[src/design/sms_pkg.sv]
// Shared types, constants and register map of the sumo motor command sequencer.
package sms_pkg;

    // Width of the phase timer and of the charge-hold age counter
    localparam int TIMER_BITS = 16;
    // Width of the tick-count configuration registers
    localparam int TICK_W     = 16;
    // Width of a motor speed
    localparam int SPEED_W    = 8;
    // APB geometry
    localparam int APB_DATA_W = 32;
    localparam int APB_ADDR_W = 5;

    typedef logic [TIMER_BITS-1:0]       t_ticks;
    typedef logic [TICK_W-1:0]           t_cfg_ticks;
    typedef logic signed [SPEED_W-1:0]   t_speed;

    // Full speed, both directions
    localparam t_speed SPEED_FULL     = 8'sd100;
    localparam t_speed SPEED_NEG_FULL = -8'sd100;
    localparam t_speed SPEED_STOP     = 8'sd0;

    // Register reset values
    localparam t_cfg_ticks RST_DEADTIME    = 16'd50;
    localparam t_cfg_ticks RST_REVERSE     = 16'd250;
    localparam t_cfg_ticks RST_SPIN        = 16'd200;
    localparam t_cfg_ticks RST_CHARGE_HOLD = 16'd200;
    localparam t_speed     RST_SEARCH      = 8'sd60;
    localparam t_speed     RST_COUNTER     = 8'sd20;

    // Register indexes (byte address = 4 * index)
    typedef enum logic [2:0] {
        REG_DEADTIME     = 3'd0,
        REG_REVERSE      = 3'd1,
        REG_SPIN         = 3'd2,
        REG_CHARGE_HOLD  = 3'd3,
        REG_SEARCH_SPEED = 3'd4,
        REG_COUNTER_TURN = 3'd5
    } t_reg_idx;

    // Sequencer phases
    typedef enum logic [2:0] {
        PH_DECIDE    = 3'd0,
        PH_DEAD_CMD  = 3'd1,
        PH_DEAD_BACK = 3'd2,
        PH_REVERSE   = 3'd3,
        PH_DEAD_SPIN = 3'd4,
        PH_SPIN      = 3'd5
    } t_phase;

    // Configuration as seen by the sequencer (speeds already clamped)
    typedef struct packed {
        t_cfg_ticks deadtime;
        t_cfg_ticks reverse;
        t_cfg_ticks spin;
        t_cfg_ticks charge_hold;
        t_speed     search_speed;
        t_speed     counter_turn;
    } t_cfg;

    // One tick of sensor flags
    typedef struct packed {
        logic enemy_close;
        logic bumper_right;
        logic bumper_left;
        logic line_detected;
    } t_sense;

    // One tick of motor command
    typedef struct packed {
        logic   attacking;
        logic   busy_res;
        t_speed right_speed;
        t_speed left_speed;
    } t_result;

endpackage

[src/design/sms_cfg.sv]
// APB configuration registers with speed clamping.
module sms_cfg (
    input  logic                            i_clk,
    input  logic                            i_rst_n,
    input  logic                            psel,
    input  logic                            penable,
    input  logic                            pwrite,
    input  logic [sms_pkg::APB_ADDR_W-1:0]  paddr,
    input  logic [sms_pkg::APB_DATA_W-1:0]  pwdata,
    output logic [sms_pkg::APB_DATA_W-1:0]  prdata,
    output logic                            pready,
    output sms_pkg::t_cfg                   o_cfg
);
    import sms_pkg::*;

    t_cfg_ticks r_deadtime, r_reverse, r_spin, r_charge_hold;
    t_speed     r_search, r_counter;
    t_reg_idx   idx;
    logic       wr_en;

    // clamp a raw speed register to -100..100
    function automatic t_speed clamp_speed(input t_speed v);
        t_speed res;
        res = v;
        if (v > SPEED_FULL) res = SPEED_FULL;
        else if (v < SPEED_NEG_FULL) res = SPEED_NEG_FULL;
        return res;
    endfunction

    assign pready = 1'b1;
    assign idx    = t_reg_idx'(paddr[APB_ADDR_W-1:2]);
    assign wr_en  = psel && penable && pwrite && pready;

    // register writes
    always_ff @(posedge i_clk) begin
        if (!i_rst_n) begin
            r_deadtime    <= RST_DEADTIME;
            r_reverse     <= RST_REVERSE;
            r_spin        <= RST_SPIN;
            r_charge_hold <= RST_CHARGE_HOLD;
            r_search      <= RST_SEARCH;
            r_counter     <= RST_COUNTER;
        end else if (wr_en) begin
            case (idx)
                REG_DEADTIME:     r_deadtime    <= pwdata[TICK_W-1:0];
                REG_REVERSE:      r_reverse     <= pwdata[TICK_W-1:0];
                REG_SPIN:         r_spin        <= pwdata[TICK_W-1:0];
                REG_CHARGE_HOLD:  r_charge_hold <= pwdata[TICK_W-1:0];
                REG_SEARCH_SPEED: r_search      <= t_speed'(pwdata[SPEED_W-1:0]);
                REG_COUNTER_TURN: r_counter     <= t_speed'(pwdata[SPEED_W-1:0]);
                default: ;
            endcase
        end
    end

    // read mux, raw stored values
    always_comb begin
        prdata = '0;
        case (idx)
            REG_DEADTIME:     prdata = APB_DATA_W'(r_deadtime);
            REG_REVERSE:      prdata = APB_DATA_W'(r_reverse);
            REG_SPIN:         prdata = APB_DATA_W'(r_spin);
            REG_CHARGE_HOLD:  prdata = APB_DATA_W'(r_charge_hold);
            REG_SEARCH_SPEED: prdata = APB_DATA_W'(unsigned'(r_search));
            REG_COUNTER_TURN: prdata = APB_DATA_W'(unsigned'(r_counter));
            default:          prdata = '0;
        endcase
    end

    assign o_cfg.deadtime     = r_deadtime;
    assign o_cfg.reverse      = r_reverse;
    assign o_cfg.spin         = r_spin;
    assign o_cfg.charge_hold  = r_charge_hold;
    assign o_cfg.search_speed = clamp_speed(r_search);
    assign o_cfg.counter_turn = clamp_speed(r_counter);

endmodule

[src/design/sms_step.sv]
// Sequencer state and the per-tick command decision.
module sms_step (
    input  logic             i_clk,
    input  logic             i_rst_n,
    input  logic             i_en,
    input  sms_pkg::t_sense  i_sense,
    input  sms_pkg::t_cfg    i_cfg,
    output sms_pkg::t_result o_result
);
    import sms_pkg::*;

    localparam int CMP_W = (TIMER_BITS > TICK_W) ? TIMER_BITS : TICK_W;
    localparam t_ticks AGE_MAX = '1;

    t_phase r_phase, n_phase;
    t_ticks r_timer, n_timer;
    t_speed r_pend_l, n_pend_l, r_pend_r, n_pend_r;
    t_speed r_last_l, n_last_l, r_last_r, n_last_r;
    logic   r_flag, n_flag;
    t_ticks r_age, n_age;

    t_ticks     age_inc;
    logic       timed;
    logic       hold;
    // decision of a deciding tick
    t_speed     dec_l, dec_r;
    t_phase     dec_dead, dec_run;
    t_cfg_ticks dec_len;
    logic       dec_flag, dec_age_clr;
    // staged command
    logic       do_stage, do_decide;
    t_speed     src_l, src_r, cmd_l, cmd_r;
    t_phase     cmd_dead, cmd_run;
    t_cfg_ticks cmd_len;
    t_speed     res_l, res_r;

    // opposite nonzero signs
    function automatic logic flips(input t_speed a, input t_speed b);
        return (a[SPEED_W-1] ^ b[SPEED_W-1]) && (a != SPEED_STOP) && (b != SPEED_STOP);
    endfunction

    // phase length minus one, zero counts as one tick
    function automatic t_ticks load_len(input t_cfg_ticks d);
        t_cfg_ticks dm;
        dm = (d == '0) ? '0 : d - 1'b1;
        return t_ticks'(dm);
    endfunction

    assign age_inc = (r_age != AGE_MAX) ? r_age + 1'b1 : r_age;
    assign timed   = (r_phase == PH_DEAD_CMD || r_phase == PH_DEAD_BACK ||
                      r_phase == PH_REVERSE  || r_phase == PH_DEAD_SPIN ||
                      r_phase == PH_SPIN) && (r_timer != '0);
    assign hold    = r_flag && (CMP_W'(age_inc) < CMP_W'(i_cfg.charge_hold));

    // priority decision: line, bumpers, enemy, charge hold, search
    always_comb begin
        dec_dead    = PH_DEAD_CMD;
        dec_run     = PH_DECIDE;
        dec_len     = '0;
        dec_flag    = r_flag;
        dec_age_clr = 1'b0;
        dec_l       = SPEED_FULL;
        dec_r       = SPEED_NEG_FULL;
        priority if (i_sense.line_detected) begin
            dec_flag = 1'b0;
            dec_l    = SPEED_NEG_FULL;
            dec_r    = SPEED_NEG_FULL;
            dec_dead = PH_DEAD_BACK;
            dec_run  = PH_REVERSE;
            dec_len  = i_cfg.reverse;
        end else if (i_sense.bumper_left || i_sense.bumper_right || i_sense.enemy_close) begin
            dec_flag    = 1'b1;
            dec_age_clr = 1'b1;
            if (i_sense.bumper_left && !i_sense.bumper_right) begin
                dec_l = i_cfg.counter_turn;
            end else if (i_sense.bumper_right && !i_sense.bumper_left) begin
                dec_r = -i_cfg.counter_turn;
            end
        end else if (hold) begin
            dec_l = SPEED_FULL;
        end else begin
            dec_flag = 1'b0;
            dec_l    = i_cfg.search_speed;
            dec_r    = i_cfg.search_speed;
        end
    end

    // next state and result
    always_comb begin
        n_phase   = r_phase;
        n_timer   = r_timer;
        n_pend_l  = r_pend_l;
        n_pend_r  = r_pend_r;
        n_last_l  = r_last_l;
        n_last_r  = r_last_r;
        n_flag    = r_flag;
        n_age     = age_inc;
        res_l     = SPEED_STOP;
        res_r     = SPEED_STOP;
        do_stage  = 1'b0;
        do_decide = 1'b0;
        src_l     = r_last_l;
        src_r     = r_last_r;
        cmd_l     = dec_l;
        cmd_r     = dec_r;
        cmd_dead  = dec_dead;
        cmd_run   = dec_run;
        cmd_len   = dec_len;

        if (timed) begin
            n_timer = r_timer - 1'b1;
            if (r_phase == PH_REVERSE || r_phase == PH_SPIN) begin
                res_l = r_last_l;
                res_r = r_last_r;
            end
        end else begin
            case (r_phase)
                PH_DEAD_CMD: begin
                    src_l     = r_pend_l;
                    src_r     = r_pend_r;
                    do_stage  = 1'b1;
                    do_decide = 1'b1;
                end
                PH_DEAD_BACK, PH_DEAD_SPIN: begin
                    n_last_l = r_pend_l;
                    n_last_r = r_pend_r;
                    res_l    = r_pend_l;
                    res_r    = r_pend_r;
                    if (r_phase == PH_DEAD_BACK) begin
                        n_phase = PH_REVERSE;
                        n_timer = load_len(i_cfg.reverse);
                    end else begin
                        n_phase = PH_SPIN;
                        n_timer = load_len(i_cfg.spin);
                    end
                end
                PH_REVERSE: begin
                    do_stage = 1'b1;
                    cmd_l    = SPEED_FULL;
                    cmd_r    = SPEED_NEG_FULL;
                    cmd_dead = PH_DEAD_SPIN;
                    cmd_run  = PH_SPIN;
                    cmd_len  = i_cfg.spin;
                end
                default: begin
                    do_stage  = 1'b1;
                    do_decide = 1'b1;
                end
            endcase

            if (do_decide) begin
                n_flag = dec_flag;
                if (dec_age_clr) n_age = '0;
            end

            // start a command, stopping first on a sign reversal when the deadtime is nonzero
            if (do_stage) begin
                n_pend_l = cmd_l;
                n_pend_r = cmd_r;
                if ((flips(src_l, cmd_l) || flips(src_r, cmd_r)) &&
                    (i_cfg.deadtime != '0)) begin
                    n_phase  = cmd_dead;
                    n_timer  = t_ticks'(i_cfg.deadtime - 1'b1);
                    n_last_l = src_l;
                    n_last_r = src_r;
                end else begin
                    n_last_l = cmd_l;
                    n_last_r = cmd_r;
                    n_phase  = cmd_run;
                    n_timer  = (cmd_run == PH_DECIDE) ? '0 : load_len(cmd_len);
                    res_l    = cmd_l;
                    res_r    = cmd_r;
                end
            end
        end
    end

    // state registers, advance once per transaction
    always_ff @(posedge i_clk) begin
        if (!i_rst_n) begin
            r_phase  <= PH_DECIDE;
            r_timer  <= '0;
            r_pend_l <= SPEED_STOP;
            r_pend_r <= SPEED_STOP;
            r_last_l <= SPEED_STOP;
            r_last_r <= SPEED_STOP;
            r_flag   <= 1'b0;
            r_age    <= '0;
        end else if (i_en) begin
            r_phase  <= n_phase;
            r_timer  <= n_timer;
            r_pend_l <= n_pend_l;
            r_pend_r <= n_pend_r;
            r_last_l <= n_last_l;
            r_last_r <= n_last_r;
            r_flag   <= n_flag;
            r_age    <= n_age;
        end
    end

    assign o_result.left_speed  = res_l;
    assign o_result.right_speed = res_r;
    assign o_result.busy_res    = (n_phase != PH_DECIDE);
    assign o_result.attacking   = n_flag;

endmodule

[src/design/sumo_motor_command_sequencer_core.sv]
// Top level of the sumo motor command sequencer: stream ports, input and result registers.
//
// One transaction per clock in steady state while the output takes each result: a tick
// is taken into the input register, its command is worked out from the sequencer state
// while it sits there and is written to the result register when the tick advances.
// The single state update per tick sets the rate; the input side keeps accepting while
// a result waits on the output, and stalls only when both registers are full and the
// output does not take the waiting result.
module sumo_motor_command_sequencer_core (
    input  logic                            i_clk,
    input  logic                            i_rst_n,
    // input ticks
    input  logic                            i_s_tvalid,
    output logic                            o_s_tready,
    input  logic [7:0]                      i_s_tdata,  // line_detected, bumper_left,
                                                        // bumper_right, enemy_close, pad
    // motor commands
    output logic                            o_m_tvalid,
    input  logic                            i_m_tready,
    output logic [23:0]                     o_m_tdata,  // left_speed[7:0], right_speed[15:8],
                                                        // busy_res[16], attacking[17], pad
    // configuration
    input  logic                            psel,
    input  logic                            penable,
    input  logic                            pwrite,
    input  logic [sms_pkg::APB_ADDR_W-1:0]  paddr,
    input  logic [sms_pkg::APB_DATA_W-1:0]  pwdata,
    output logic [sms_pkg::APB_DATA_W-1:0]  prdata,
    output logic                            pready
);
    import sms_pkg::*;

    t_cfg    cfg;
    t_sense  r_in;
    logic    r_in_valid;
    t_result step_res;
    t_result r_out;
    logic    r_out_valid;
    logic    advance;

    sms_cfg u_cfg (
        .i_clk   (i_clk),
        .i_rst_n (i_rst_n),
        .psel    (psel),
        .penable (penable),
        .pwrite  (pwrite),
        .paddr   (paddr),
        .pwdata  (pwdata),
        .prdata  (prdata),
        .pready  (pready),
        .o_cfg   (cfg)
    );

    // tick moves from input register to result register
    assign advance    = r_in_valid && (!r_out_valid || i_m_tready);
    assign o_s_tready = !r_in_valid || advance;

    sms_step u_step (
        .i_clk    (i_clk),
        .i_rst_n  (i_rst_n),
        .i_en     (advance),
        .i_sense  (r_in),
        .i_cfg    (cfg),
        .o_result (step_res)
    );

    // input register
    always_ff @(posedge i_clk) begin
        if (!i_rst_n) begin
            r_in_valid <= 1'b0;
        end else if (o_s_tready) begin
            r_in_valid <= i_s_tvalid;
        end
    end

    always_ff @(posedge i_clk) begin
        if (i_s_tvalid && o_s_tready) begin
            r_in <= t_sense'(i_s_tdata[3:0]);
        end
    end

    // result register
    always_ff @(posedge i_clk) begin
        if (!i_rst_n) begin
            r_out_valid <= 1'b0;
        end else if (advance) begin
            r_out_valid <= 1'b1;
        end else if (i_m_tready) begin
            r_out_valid <= 1'b0;
        end
    end

    always_ff @(posedge i_clk) begin
        if (advance) begin
            r_out <= step_res;
        end
    end

    assign o_m_tvalid = r_out_valid;
    assign o_m_tdata  = {6'b0, r_out};

endmodule
[config.mk]
export PLATFORM = sky130hd
export DESIGN_NAME = sumo_motor_command_sequencer_core
export DESIGN_NICKNAME = d
export VERILOG_FILES = /design/src/design/sms_pkg.sv /design/src/design/sms_cfg.sv /design/src/design/sms_step.sv /design/src/design/sumo_motor_command_sequencer_core.sv
export SDC_FILE = /design/constraint.sdc
export NUM_CORES = 1
export LEC_CHECK = 0
export ABC_AREA = 1
export ABC_CLOCK_PERIOD_IN_PS = 5100
export BUFFER_PORTS_ARGS = -buffer_cell sky130_fd_sc_hd__buf_2
export CAP_MARGIN = 20
export CORE_ASPECT_RATIO = 1.4
export CORE_UTILIZATION = 25
export CTS_BUF_LIST = sky130_fd_sc_hd__clkbuf_16
export CTS_CLUSTER_DIAMETER = 50
export DETAILED_ROUTE_END_ITERATION = 12
export PLACE_DENSITY = 0.51
export SYNTH_ARGS = -nofsm -noshare
export SYNTH_HDL_FRONTEND = slang
export SYNTH_HIERARCHICAL = 1
export SYNTH_SLANG_ARGS = --single-unit
[constraint.sdc]
create_clock -name i_clk -period 5.1 [get_ports i_clk]
set_input_delay 1.02 -clock i_clk [delete_from_list [all_inputs] [get_ports i_clk]]
set_output_delay 1.02 -clock i_clk [all_outputs]
set_load 0.02 [all_outputs]
==> results, run 1 <==
- The run finished with clean final reports.
- After floorplanning, the core was divided into 95 placement rows.
- In this run the vertical extent of the chip is 264 µm.
- The floorplan step defined a die boundary enclosing 49,800 µm².
- On the final layout, the worst hold slack is 0.484 ns.
- The predominant post-synthesis flop cell is dfxtp_1.
- Clock latency on the worst-skew pair, taken at its later pin, is 0.45 ns.
- The share of total power dissipated in combinational logic is around 30%.
- The arrival time of data at the critical path endpoint is between 5 and 6 ns.
- The repair_antennas step left the layout with diodes totalling 0.
- At the pin with the least slew margin, the transition time is 1.03 ns.
- Based on the critical path, the design can be clocked at up to 0.212 GHz.
- The share of total power dissipated in the clock network is 33.9%.
- The nature of the critical path endpoint is a register.
- The highest fanout seen on the critical path is 22.
- The synthesized instance count is 1,938.
- In this run, synthesis inferred 22 flip-flops with an integrated enable.
- The count of final hold-check violations is 0.
- Counting tap cells, the placed design contains a total of 2,582 instances.
- The final critical delay including setup and external delays is 4.72 ns.
- For this design the total switching power over the nets is 1.56 mW.
- By startpoint and endpoint, the worst setup path is classified as reg -> reg.
- Fill cells in the final layout number about 5,400.
- Of the total power, the share spent switching nets is 37.4%.
- The final HPWL from detailed placement is between 20,000 and 30,000 µm.
- The residual DRC count is 0.
- The slowest stage of the critical path belongs to the cell dfxtp_1.
- Across the run, the number of max-cap violations was 0.
- In the global route stage, overall resource usage came out at 15.5%.
- The H-tree generated during clock tree synthesis spans 4 levels.
- The final layout contains routed wiring with a total length of around 40,000 µm.
- The type of origin of the critical path is a register.
- The total chip power is 4.16 mW.
- Among the stages of the critical path, the cell type that occurs most often is nand2_1.
- The number of global-route vias before repair is 11,337.
- The internal power is 2.61 mW.
- Setup repair after global routing left no endpoint under its margin.
- The count of nets left with antenna violations once routing finished came out at 0.
- Yosys attributes the largest share of cell area to dfxtp_1 25%, nand2_1 15%, nor2_1 8.9%.
- The analysis attributes to cell leakage a power of around 6.1 nW.
- The delay of the slowest cell on the worst path is 0.36 ns.
- The total number of clock tree sinks is 172.
- The number of setup violations in the final report is 0.
- The post-route clock period utilization is 92.6%.
- The count of state elements after synthesis is 172.
- From left edge to right edge, the die measures 189 µm.
- In the layout the commonest cells are 475 x nand2_1, 285 x nor2_1, 226 x inv_1, 161 x nand3_1, 150 x dfxtp_1.
- The area growth from synthesis to layout is 12.3%.
- The area of the mapped netlist is 12,200 µm².
- The library cell used most frequently in the layout, excluding fill and tap cells, is nand2_1.
- The share of the Yosys chip area taken by registers is 30.0%.
- Summing over every cut layer, the via total after detailed routing is 12,131.
- After clock tree synthesis, the clock-pin slew on the worst setup and hold paths is 0.07 ns.
- Summing all flip-flop and latch instances after layout gives ~3700 µm².
- The fraction of synthesis flops using an asynchronous set or reset pin is 0%.
- The clock tree from TritonCTS is built.
- CTS placed an instance of clkbuf_16 at the clock tree root.
- Across the VDD grid, the largest voltage drop is 0.217 mV.
- The violation count after the first detailed-route iteration is 881.
- Counting the buffers created by CTS gives 17.
- The multi-input combinational cells in the finished layout cover a total of between 7000 and 8000 µm².
- The number of antenna violations at the first check in global routing is 0.
- The wire length per cell is 14.9 µm.
- dfxtp_1 takes more of the synthesized area than any other cell.
- During synthesis, Yosys emitted a total of 6 warnings.
- The maximum count of clock buffers along a single path is 2.
- After floorplanning, the core was sized to cover 48,100 µm².
- A synthesized cell averages 6.31 µm².
- For this run, the number of standard cells in the final layout without fillers is around 2,600.
- The first-pass GRT wire length is 61,000 µm.
- The number of buffer cells added on primary ports is 65.
- The setup skew after layout is 0.0126 ns.
- The ratio of cells with drive above 1 in the final layout is between 10% and 20%.
- The power density over the cells is 303 nW/µm².
- The worst slew slack as a fraction of its limit is about 31%.
- The final-layout setup total negative slack is 0 ns.
- Yosys mapped the design onto 58 distinct sky130hd cell types.
- The final core utilization is 28.5%.
- The max-slew violation count is 0.
- Global routing finished with a remaining overflow of 0.
- During I/O placement, the number of pins put on the boundary was 111.
- The fraction of post-synthesis cell area in the top cell type by area is 24.6%.
- Once the floorplan was initialized, standard cells occupied between 20 and 30% of the core.
- Data on the critical path is required at its endpoint by 5.39 ns.
- The placer's final routability congestion estimate is 0.858.
- The first detailed-routing pass took 7 iterations.
- The detailed-route vias per instance is 4.64.
- The net count of the finished layout is 2,050.
- The part of the total power dissipated in sequential elements is between 30% and 40%.
- The cts-stage hold buffer count is 0.
- The kind of path behind the tightest hold check is reg -> reg.
- The maximum number of pins on one net before global-route repair is 65.
state kept, by name (all words and copies together) (netlist names):
| register | cells |
|---|---|
| u_cfg/r_spin | 16 |
| u_step/r_age | 16 |
| u_step/r_timer | 16 |
| u_step/r_pend_r | 8 |
| u_cfg/r_counter | 8 |
| u_step/r_flag | 1 |
| r_in_valid | 1 |
| u_step/r_pend_l | 8 |
| o_m_tdata | 18 |
| u_cfg/r_search | 8 |
| o_m_tvalid | 1 |
| u_step/r_last_r | 8 |
| u_cfg/r_reverse | 16 |
| r_in | 4 |
| u_cfg/r_deadtime | 16 |
| u_step/r_phase | 3 |
| u_cfg/r_charge_hold | 16 |
| u_step/r_last_l | 8 |
power by group through the flow:
stage	Sequential, mW	Clock, mW	Combinational [mW]
6_report	1.52	1.41	1.23
3_5_place_dp	1.55	0	1.23
4_1_cts	1.52	1.45	1.23
3_3_place_gp	1.55	0	1.22
5_1_grt	1.53	1.50	1.38
2_1_floorplan	1.55	0	0.917
metal layers:
| layer | track usage [%] | up-vias | part of all wire [%] |
|---|---|---|---|
| met2 | 27.9 | 268 | 51 |
| li1 | - | 6252 | - |
| met5 | 0 | - | 0 |
| met1 | 18.4 | 5560 | 43 |
| met3 | 1.52 | 51 | 2.9 |
| met4 | 6.76 | 0 | 3.0 |
final cells by class:
class / instances / area share, %
Clock buffer: 17 / 3.10
Inverter: 234 / 6.40
Tap cell: 630 / 5.74
Timing Repair Buffer: 102 / 4.44
Clock inverter: 15 / 1.43
Sequential cell: 172 / 26.7
Multi-Input combinational cell: 1446 / 52.2
path summary, 6_finish.rpt:
kind                   endpoint  slack (ns)               start  cells past startpoint
max          u_step/r_timer[13]        0.38     u_step/r_age[0]                     30
min          u_step/r_pend_r[6]        0.48  u_step/r_pend_r[6]                      2
max reg2reg  u_step/r_timer[13]        0.38     u_step/r_age[0]                     30
min reg2reg  u_step/r_pend_r[6]        0.48  u_step/r_pend_r[6]                      2
cells by family after synthesis:
family | count (synthesis) | synth area share (%)
adder cells (fa/ha/maj) | 25 | 2.56
multiplexers | 3 | 0.256
AND/OR/NAND/NOR | 1043 | 37.0
buffers and inverters | 341 | 12.5
XOR/XNOR | 58 | 4.16
flip-flops | 172 | 30.0
other | 3 | 0.0921
AO/OA/AOI/OAI | 293 | 13.5
cells in the mapped netlist, types with 4 or more instances:
cell type,count
a211oi_1,5
buf_4,35
o21ai_1,14
buf_2,23
nand3b_1,4
nand4_1,26
nor3_1,29
o21ai_0,108
o21ai_2,6
a21oi_2,11
nor4_1,8
a31oi_1,9
nand2_2,14
clkbuf_1,32
ha_1,25
xnor2_1,17
dfxtp_1,150
or2_2,4
edfxtp_1,22
o22ai_1,16
inv_2,5
nand2_1,476
buf_6,8
inv_1,226
buf_1,7
nand3_1,161
a21oi_1,103
nand3_2,10
o31ai_1,5
nor2_2,5
xor2_1,41
nor2_4,5
nor2_1,289
metrics by stage:
stage                     setup slack [ns]  area, µm²
after global routing               0.00556      13700
after global placement               0.246      13100
after CTS                            0.122      13700
after floorplan                       1.03      12300
after detailed placement             0.170      13100
final                                0.376      13700
critical path: cells and delay by family, from the launching register on:
| family | cells | cell delay (ns) |
|---|---|---|
| AOI/OAI and AO/OA | 4 | 0.76 |
| xor gates and xnor gates | 1 | 0.18 |
| adders and majority gates | 2 | 0.56 |
| buffers and inverters | 2 | 0.38 |
| DFF | 1 | 0.36 |
| and+or+nand+nor | 21 | 2.33 |
repair_timing:
item | in CTS | in global routing
setup buffers | 0 | 1
resized for setup | 0 | 8
endpoints found under the setup margin | 0 | 50
No activity file was read; power rests on OpenSTA's default activity.
==> inputs of run 2 (changes only) <==
--- a/config.mk
+++ b/config.mk
@@ -9,7 +9,7 @@
 export ABC_CLOCK_PERIOD_IN_PS = 5100
 export BUFFER_PORTS_ARGS = -buffer_cell sky130_fd_sc_hd__buf_2
 export CAP_MARGIN = 20
-export CORE_ASPECT_RATIO = 1.4
+export CORE_ASPECT_RATIO = 1.2
 export CORE_UTILIZATION = 25
 export CTS_BUF_LIST = sky130_fd_sc_hd__clkbuf_16
 export CTS_CLUSTER_DIAMETER = 50
==> run 2 against run 1 <==
Compared with the run above: clock skew increased by 0.0015 ns; die area barely moved; cell count is 0.34% higher; core utilization is essentially flat; via count grew 0.63%; worst setup slack got worse by 0.032 ns; register-to-register slack worse by 0.03 ns; final area up 0.11%; fmax fell by 0.67%; non-clock buffer count increased by 9; sequential power is essentially flat.
==> results, run 2 (synthesis results as in run 1) <==
- The max-slew violation count is 0.
- The static power due to leakage is 6.11 nW.
- Summing all non-filler instances in the final layout gives an area of 13,700 µm².
- After detailed routing, the number of vias per cell comes to 4.65.
- For this block, the initial DRC count from the detailed router was 1,051.
- The floorplan step defined a die boundary enclosing 49,800 µm².
- Clock skew on the completed layout was measured at 0.0140 ns.
- The cell row count is 88.
- Leaving out fill and tap cells, the most frequent cell in the layout is nand2_1.
- The clock root buffer is clkbuf_16.
- The chip width is 204 µm.
- The final core utilization is 28.6%.
- The tree built by TritonCTS fans out to 172 sinks.
- The post-layout worst setup margin is roughly 0.34 ns.
- Before antenna repair, the detailed router went through 6 iterations.
- After detailed placement, the total cell area comes to 13,100 µm².
- The number of antenna diodes is 0.
- Setup slack on the worst reg-to-reg path comes out at 0.34 ns.
- The final critical path takes up between 90% and 100% of the cycle.
- Clock-pin slew was measured on the worst setup and hold paths at 0.07 ns.
- The worst flop-to-flop path startpoint is u_step/r_age[0].
- The first-pass GRT wire length is 61,800 µm.
- The die is roughly 240 µm tall.
- The antenna violation net count after detailed routing is 0.
- The nature of the critical path endpoint is a register.
- The number of setup violations in the final report is 0.
- Port buffering added 65 buffers.
- The type of the worst setup path is reg -> reg.
- The number of flip-flops in the largest register is 18.
- At the end of the flow, the number of nets in the layout was 2,059.
- The total chip power is a little over 4 mW.
- The number of global-route vias before repair came to 11,597.
- STA puts the critical path data arrival time at between 5 and 6 ns.
- The cts-stage hold buffer count is 0.
- In the final layout, the share of cells above drive strength 1 is 11.3%.
- The starting density of the core is 25.4%.
- Dividing the detail-routed wire length by the instance count gives 15.0 µm.
- The finished layout holds 2,625 standard cells, fillers aside.
- The largest individual stage delay along the critical path comes from the cell dfxtp_1.
- In this run the worst path has a maximum fanout of 22.
- The maximum number of pins on one net before global-route repair is 57.
- The start point of the worst min-delay path is u_step/r_age[7].
- The number of antenna violations at the first check in global routing is 0.
- The clock tree synthesis step divided the H-tree into 4 levels.
- Global routing used 15.8% of the available tracks across all layers.
- Routability-driven placement finished with a final weighted congestion of about 0.86.
- The routed layout has 12,208 vias.
- The maximum count of clock buffers along a single path is 2.
- The layout has 5,380 filler cells.
- The clock tree from TritonCTS is built.
- The achievable frequency is roughly 0.21 GHz.
- The data required time at the worst endpoint is 5.49 ns.
- The delay of the slowest cell on the worst path is between 0.3 and 0.4 ns.
- After detailed routing, the number of remaining DRC violations is 0.
- The number of primary I/O pins is between 100 and 150.
- The core footprint is 48,100 µm².
- The most prevalent standard cell on the critical path is nand2_1.
- In the layout the commonest cells are 475 x nand2_1, 285 x nor2_1, 226 x inv_1, 161 x nand3_1, 150 x dfxtp_1.
- The min-delay analysis places its worst path in the category reg -> reg.
- The area growth from synthesis to layout is 12.4%.
- The power density over the cells is 294 nW/µm².
- The final critical delay including setup and external delays is 4.76 ns.
- The worst-case IR drop observed on VDD is 0.265 mV.
- Counting tap cells, the placed design contains a total of 2,589 instances.
- The count of max-cap constraint violations is 0.
- The remaining global-route overflow is 0.
- The final wirelength is 39,300 µm.
- Before CTS, the worst setup slack after placement is 0.0904 ns.
- The clock latency at the later pin of the worst-skew pair is 0.46 ns.
- Clock tree synthesis inserted a total of 17 buffers.
- The origin of the worst setup path is u_step/r_age[0].
- The count of final hold-check violations is 0.
- The flow ran to the end, and the final reports show no timing, DRC or antenna violations.
- The worst setup path is launched from a register.
- Headroom to the max-slew limit came out at 32.0%.
- The final HPWL from detailed placement is 29,000 µm.
- For the pin with the worst max-slew slack, the measured transition is 1.02 ns.
==> run 2: cell types whose count changed in the layout (fill, tap and decap cells not counted), moves of 2 or more <==
cell	before	now
clkinv_4	2	6
clkinv_8	2	0
clkinv_1	3	6
bufinv_16	2	0
inv_8	4	0
buf_4	37	45
==> run 2: area by class of cell <==
type                       instances  area [µm²]  share of cell area (%)
clock inverter                    15         114                   0.829
inverter                         234         881                    6.41
sequential                       172        3660                    26.7
tap                              630         788                    5.74
clock buffer                      17         425                    3.10
multi-input combinational       1446        7180                    52.2
timing repair buffer             111         689                    5.02
==> run 2: power breakdown <==
part	internal, mW	leakage [nW]	switching [mW]	total, mW
sequential	1.46	1.43	0.0572	1.52
clock	0.628	0.257	0.632	1.26
combinational	0.408	4.42	0.845	1.25
total	2.50	6.11	1.53	4.03
==> run 2: worst max-delay path, delay by kind of cell, from the launching register on <==
| kind | cells | cell delay (ns) |
|---|---|---|
| AND/OR/NAND/NOR | 22 | 2.22 |
| AO/OA/AOI/OAI | 4 | 0.92 |
| adder cells (fa/ha/maj) | 2 | 0.54 |
| buffers and inverters | 2 | 0.37 |
| flip-flops | 1 | 0.36 |
| XOR/XNOR | 1 | 0.19 |
==> run 2: path summary, 6_finish.rpt <==
path | end | cells past startpoint
max | u_step/r_timer[1] | 31
min | u_step/r_age[7] | 2
max reg2reg | u_step/r_timer[1] | 31
min reg2reg | u_step/r_age[7] | 2
==> run 2: timing repair <==
action                                  CTS  global route
buffers inserted                          0             3
endpoints found under the setup margin    0            50
gates resized for setup                   0            11
==> run 2: routing by layer <==
layer  wire, µm  global-route usage [%]  vias to the layer above
li1           -                       -                     6281
met1      18000                    20.0                     5600
met2      19100                    26.9                      278
met3       1280                    2.15                       49
met4        862                    5.93                        0
met5          0                       0                        -
==> run 2: stage by stage <==
stage | setup TNS (ns) | hold slack (ns)
after detailed placement | 0 | 0.474
after global placement | 0 | 0.466
final | 0 | 0.485
after CTS | 0 | 0.488
after floorplan | 0 | 0.451
after global routing | -0.0253 | 0.514
==> inputs of run 3 (changes only) <==
--- a/config.mk
+++ b/config.mk
@@ -14,7 +14,9 @@
 export CTS_BUF_LIST = sky130_fd_sc_hd__clkbuf_16
 export CTS_CLUSTER_DIAMETER = 50
 export DETAILED_ROUTE_END_ITERATION = 12
+export GPL_ROUTABILITY_DRIVEN = 0
 export PLACE_DENSITY = 0.51
+export REMOVE_ABC_BUFFERS = 1
 export SYNTH_ARGS = -nofsm -noshare
 export SYNTH_HDL_FRONTEND = slang
 export SYNTH_HIERARCHICAL = 1
==> run 3 against run 2 <==
Compared with the run above: combinational power hardly changed; critical path depth decreased by 2; die area is the same; final area down 0.33%; via count shrank 1.7%; first-iteration DRC count shrank 27%; worst setup slack better by 0.094 ns; clock power increased by 5%; clock-buffer cell count unchanged; total power increased by 1.3%; sequential power barely moved; flip-flop and latch count did not move.
==> results, run 3 (synthesis results as in run 1) <==
- The flow ran to the end, and the final reports show no timing, DRC or antenna violations.
- Counting tap cells, the placed design contains a total of 2,582 instances.
- The final HPWL from detailed placement is 29,000 µm.
- The first detailed-routing pass took 7 iterations.
- The clock latency at the later pin of the worst-skew pair is 0.45 ns.
- Leaving out fill and tap cells, the most frequent cell in the layout is nand2_1.
- The origin of the worst setup path is u_step/r_age[1].
- The number of clock buffers added by TritonCTS is 17.
- The number of antenna diodes is 0.
- The count of final hold-check violations is 0.
- The post-layout worst setup margin is 0.439 ns.
- The maximum number of pins on one net before global-route repair is 57.
- The wire length per cell is around 15 µm.
- The first-pass GRT wire length is 60,300 µm.
- The chip width is 204 µm.
- The final critical delay including setup and external delays is around 4.7 ns.
- By instance count, the cell type seen most on the critical path is nand2_1.
- The total number of clock tree sinks is 172.
- The number of primary I/O pins is roughly 110.
- The number of global-route vias before repair was 11,266.
- The kind of path behind the tightest hold check is reg -> reg.
- After clock tree synthesis, the clock-pin slew on the worst setup and hold paths is 0.07 ns.
- The max-slew violation count is 0.
- The internal power of the cells totals 2.60 mW.
- Setup repair after global routing left no endpoint under its margin.
- Max-cap violations in this run came to 0.
- In this run the static leakage power is 6.09 nW.
- In this run the core area contains 88 standard-cell rows.
- The violation count after the first detailed-route iteration is 763.
- The delay of the slowest cell on the worst path is between 0.3 and 0.4 ns.
- Of the total power, the share spent switching nets is 36.4%.
- Counting the fill cells in the layout gives 5,393.
- The floorplan die height is ~240 µm.
- The final net count is 2,049.
- For the pin with the worst max-slew slack, the measured transition is 1.02 ns.
- In this run the power density over the cells is around 300 nW/µm².
- The antenna violation net count after detailed routing is 0.
- The endpoint of the worst-slack reg-to-reg timing path is o_m_tdata[16].
- The H-tree depth is 4.
- Dividing the detail-routed via count by the number of cells gives 4.59.
- Counting along the longest clock path gives a buffer depth of 2.
- The residual DRC count is 0.
- The startpoint identified for the worst hold timing path is u_step/r_timer[1].
- The number of flip-flops in the largest register is 18.
- The share of total power dissipated in sequential elements is a little under two fifths.
- The largest vdd supply drop is 0.265 mV.
- In this run the register-to-register setup slack is between 0.4 and 0.5 ns.
- The net switching power is approximately 1.5 mW.
- Summed over all layers, the routed wires come to between 30,000 and 40,000 µm.
- Setup violations remaining at the end of the flow were counted as 0.
- After floorplanning, the core was sized to cover just under 50,000 µm².
- After layout, the design draws a total of 4.09 mW.
- The post-route netlist has 10.9% of its cells at a drive strength greater than 1.
- The setup skew after layout is roughly 0.015 ns.
- The clock tree from TritonCTS is built.
- The achievable frequency is about 0.21 GHz.
- Input and output buffers added on the ports amount to 65.
- The type of origin of the critical path is a register.
- Across every metal layer, demand over resource in global routing totals 15.4%.
- The final core utilization is 28.5%.
- The finished cells cover 13,700 µm².
- The final-layout setup total negative slack is 0 ns.
- The data required time at the worst endpoint is approximately 5.3 ns.
- Leaving out fill and tap cells, the most frequent cells in the layout are 476 x nand2_1, 284 x nor2_1, 228 x inv_1, 161 x nand3_1, 150 x dfxtp_1.
- The count of cells in the finished layout, fillers not included, comes to 2,615.
- The type of the worst setup path is reg -> reg.
- The arrival time of data at the critical path endpoint is between 4 and 5 ns.
- Combinational logic burns 30.6% of the power.
- The highest fanout seen on the critical path is 10.
- Timing analysis after detailed placement gives a worst setup slack of 0.00755 ns.
- The worst slew slack as a fraction of its limit is between 30% and 40%.
- In this run, the clock network consumes 32.3% of the power.
- The root buffer cell chosen for the clock tree is clkbuf_16.
- The number of antenna violations at the first check in global routing is 0.
- The post-route clock period utilization is about nine tenths.
- In this run the cell area measured after placement is 13,100 µm².
- The area growth from synthesis to layout is 12.0%.
- The worst hold slack is 0.484 ns.
- The worst flop-to-flop path startpoint is u_step/r_age[1].
- The worst setup path is captured at a register.
- The number of cells on the worst reg-to-reg path is 29.
- Across all layers, the routed design uses 11,996 vias.
- The master of the slowest instance on the critical path is dfxtp_1.
- The overall die area is 49,800 µm².
- The starting density of the core is 25.4%.
- Global routing finished with a remaining overflow of 0.
- The end point of the critical path is o_m_tdata[16].
==> run 3: final cells by class <==
type                            count  area [µm²]  share of cell area, %
Clock buffer                       17         425                   3.11
Clock inverter                     15         150                   1.10
Inverter                          234         881                   6.43
Multi-Input combinational cell   1445        7150                   52.2
Sequential cell                   172        3660                   26.8
Tap cell                          630         788                   5.76
Timing Repair Buffer              102         634                   4.63
==> run 3: per-layer routing <==
| metal | track usage (%) | vias to the layer above | part of all wire (%) |
|---|---|---|---|
| li1 | - | 6248 | - |
| met1 | 18.7 | 5447 | 45 |
| met2 | 26.0 | 240 | 48 |
| met3 | 2.68 | 61 | 4.0 |
| met4 | 7.30 | 0 | 3.8 |
| met5 | 0 | - | 0 |
==> run 3: power by group through the flow <==
stage,logic (mW),registers [mW],clock network [mW]
after floorplan,0.794,1.55,0
after global placement,1.24,1.55,0
after detailed placement,1.24,1.55,0
after CTS,1.25,1.52,1.35
after global routing,1.40,1.53,1.40
final,1.25,1.52,1.32
==> run 3: how the worst min path moves through the flow <==
| stage | end | slack (ns) | cells past startpoint |
|---|---|---|---|
| 2_1_floorplan | u_cfg/r_charge_hold[3] | 0.45 | 2 |
| 3_3_place_gp | u_step/r_age[7] | 0.47 | 2 |
| 3_5_place_dp | u_step/r_timer[1] | 0.47 | 2 |
| 4_1_cts | u_step/r_timer[1] | 0.48 | 2 |
| 5_1_grt | u_step/r_timer[1] | 0.51 | 2 |
| 6_report | u_step/r_timer[1] | 0.48 | 2 |
==> run 3: timing repair <==
| action | 4_1_cts | 5_1_grt |
|---|---|---|
| cloned | 0 | 0 |
| buffers inserted | 0 | 1 |
| resized for setup | 1 | 8 |
| setup endpoints to repair | 1 | 50 |
| hold endpoints to repair | 0 | 0 |
| pin swaps | 0 | 1 |
| hold buffers | 0 | 0 |
==> run 3: critical path, delay by kind of cell, from the launching register on <==
kind / cells / cell delay (ns)
simple gates: 21 / 2.56
compound gates: 3 / 0.58
fa+ha+maj: 2 / 0.54
flops: 1 / 0.34
buf+inv: 2 / 0.19
xor+xnor: 1 / 0.17
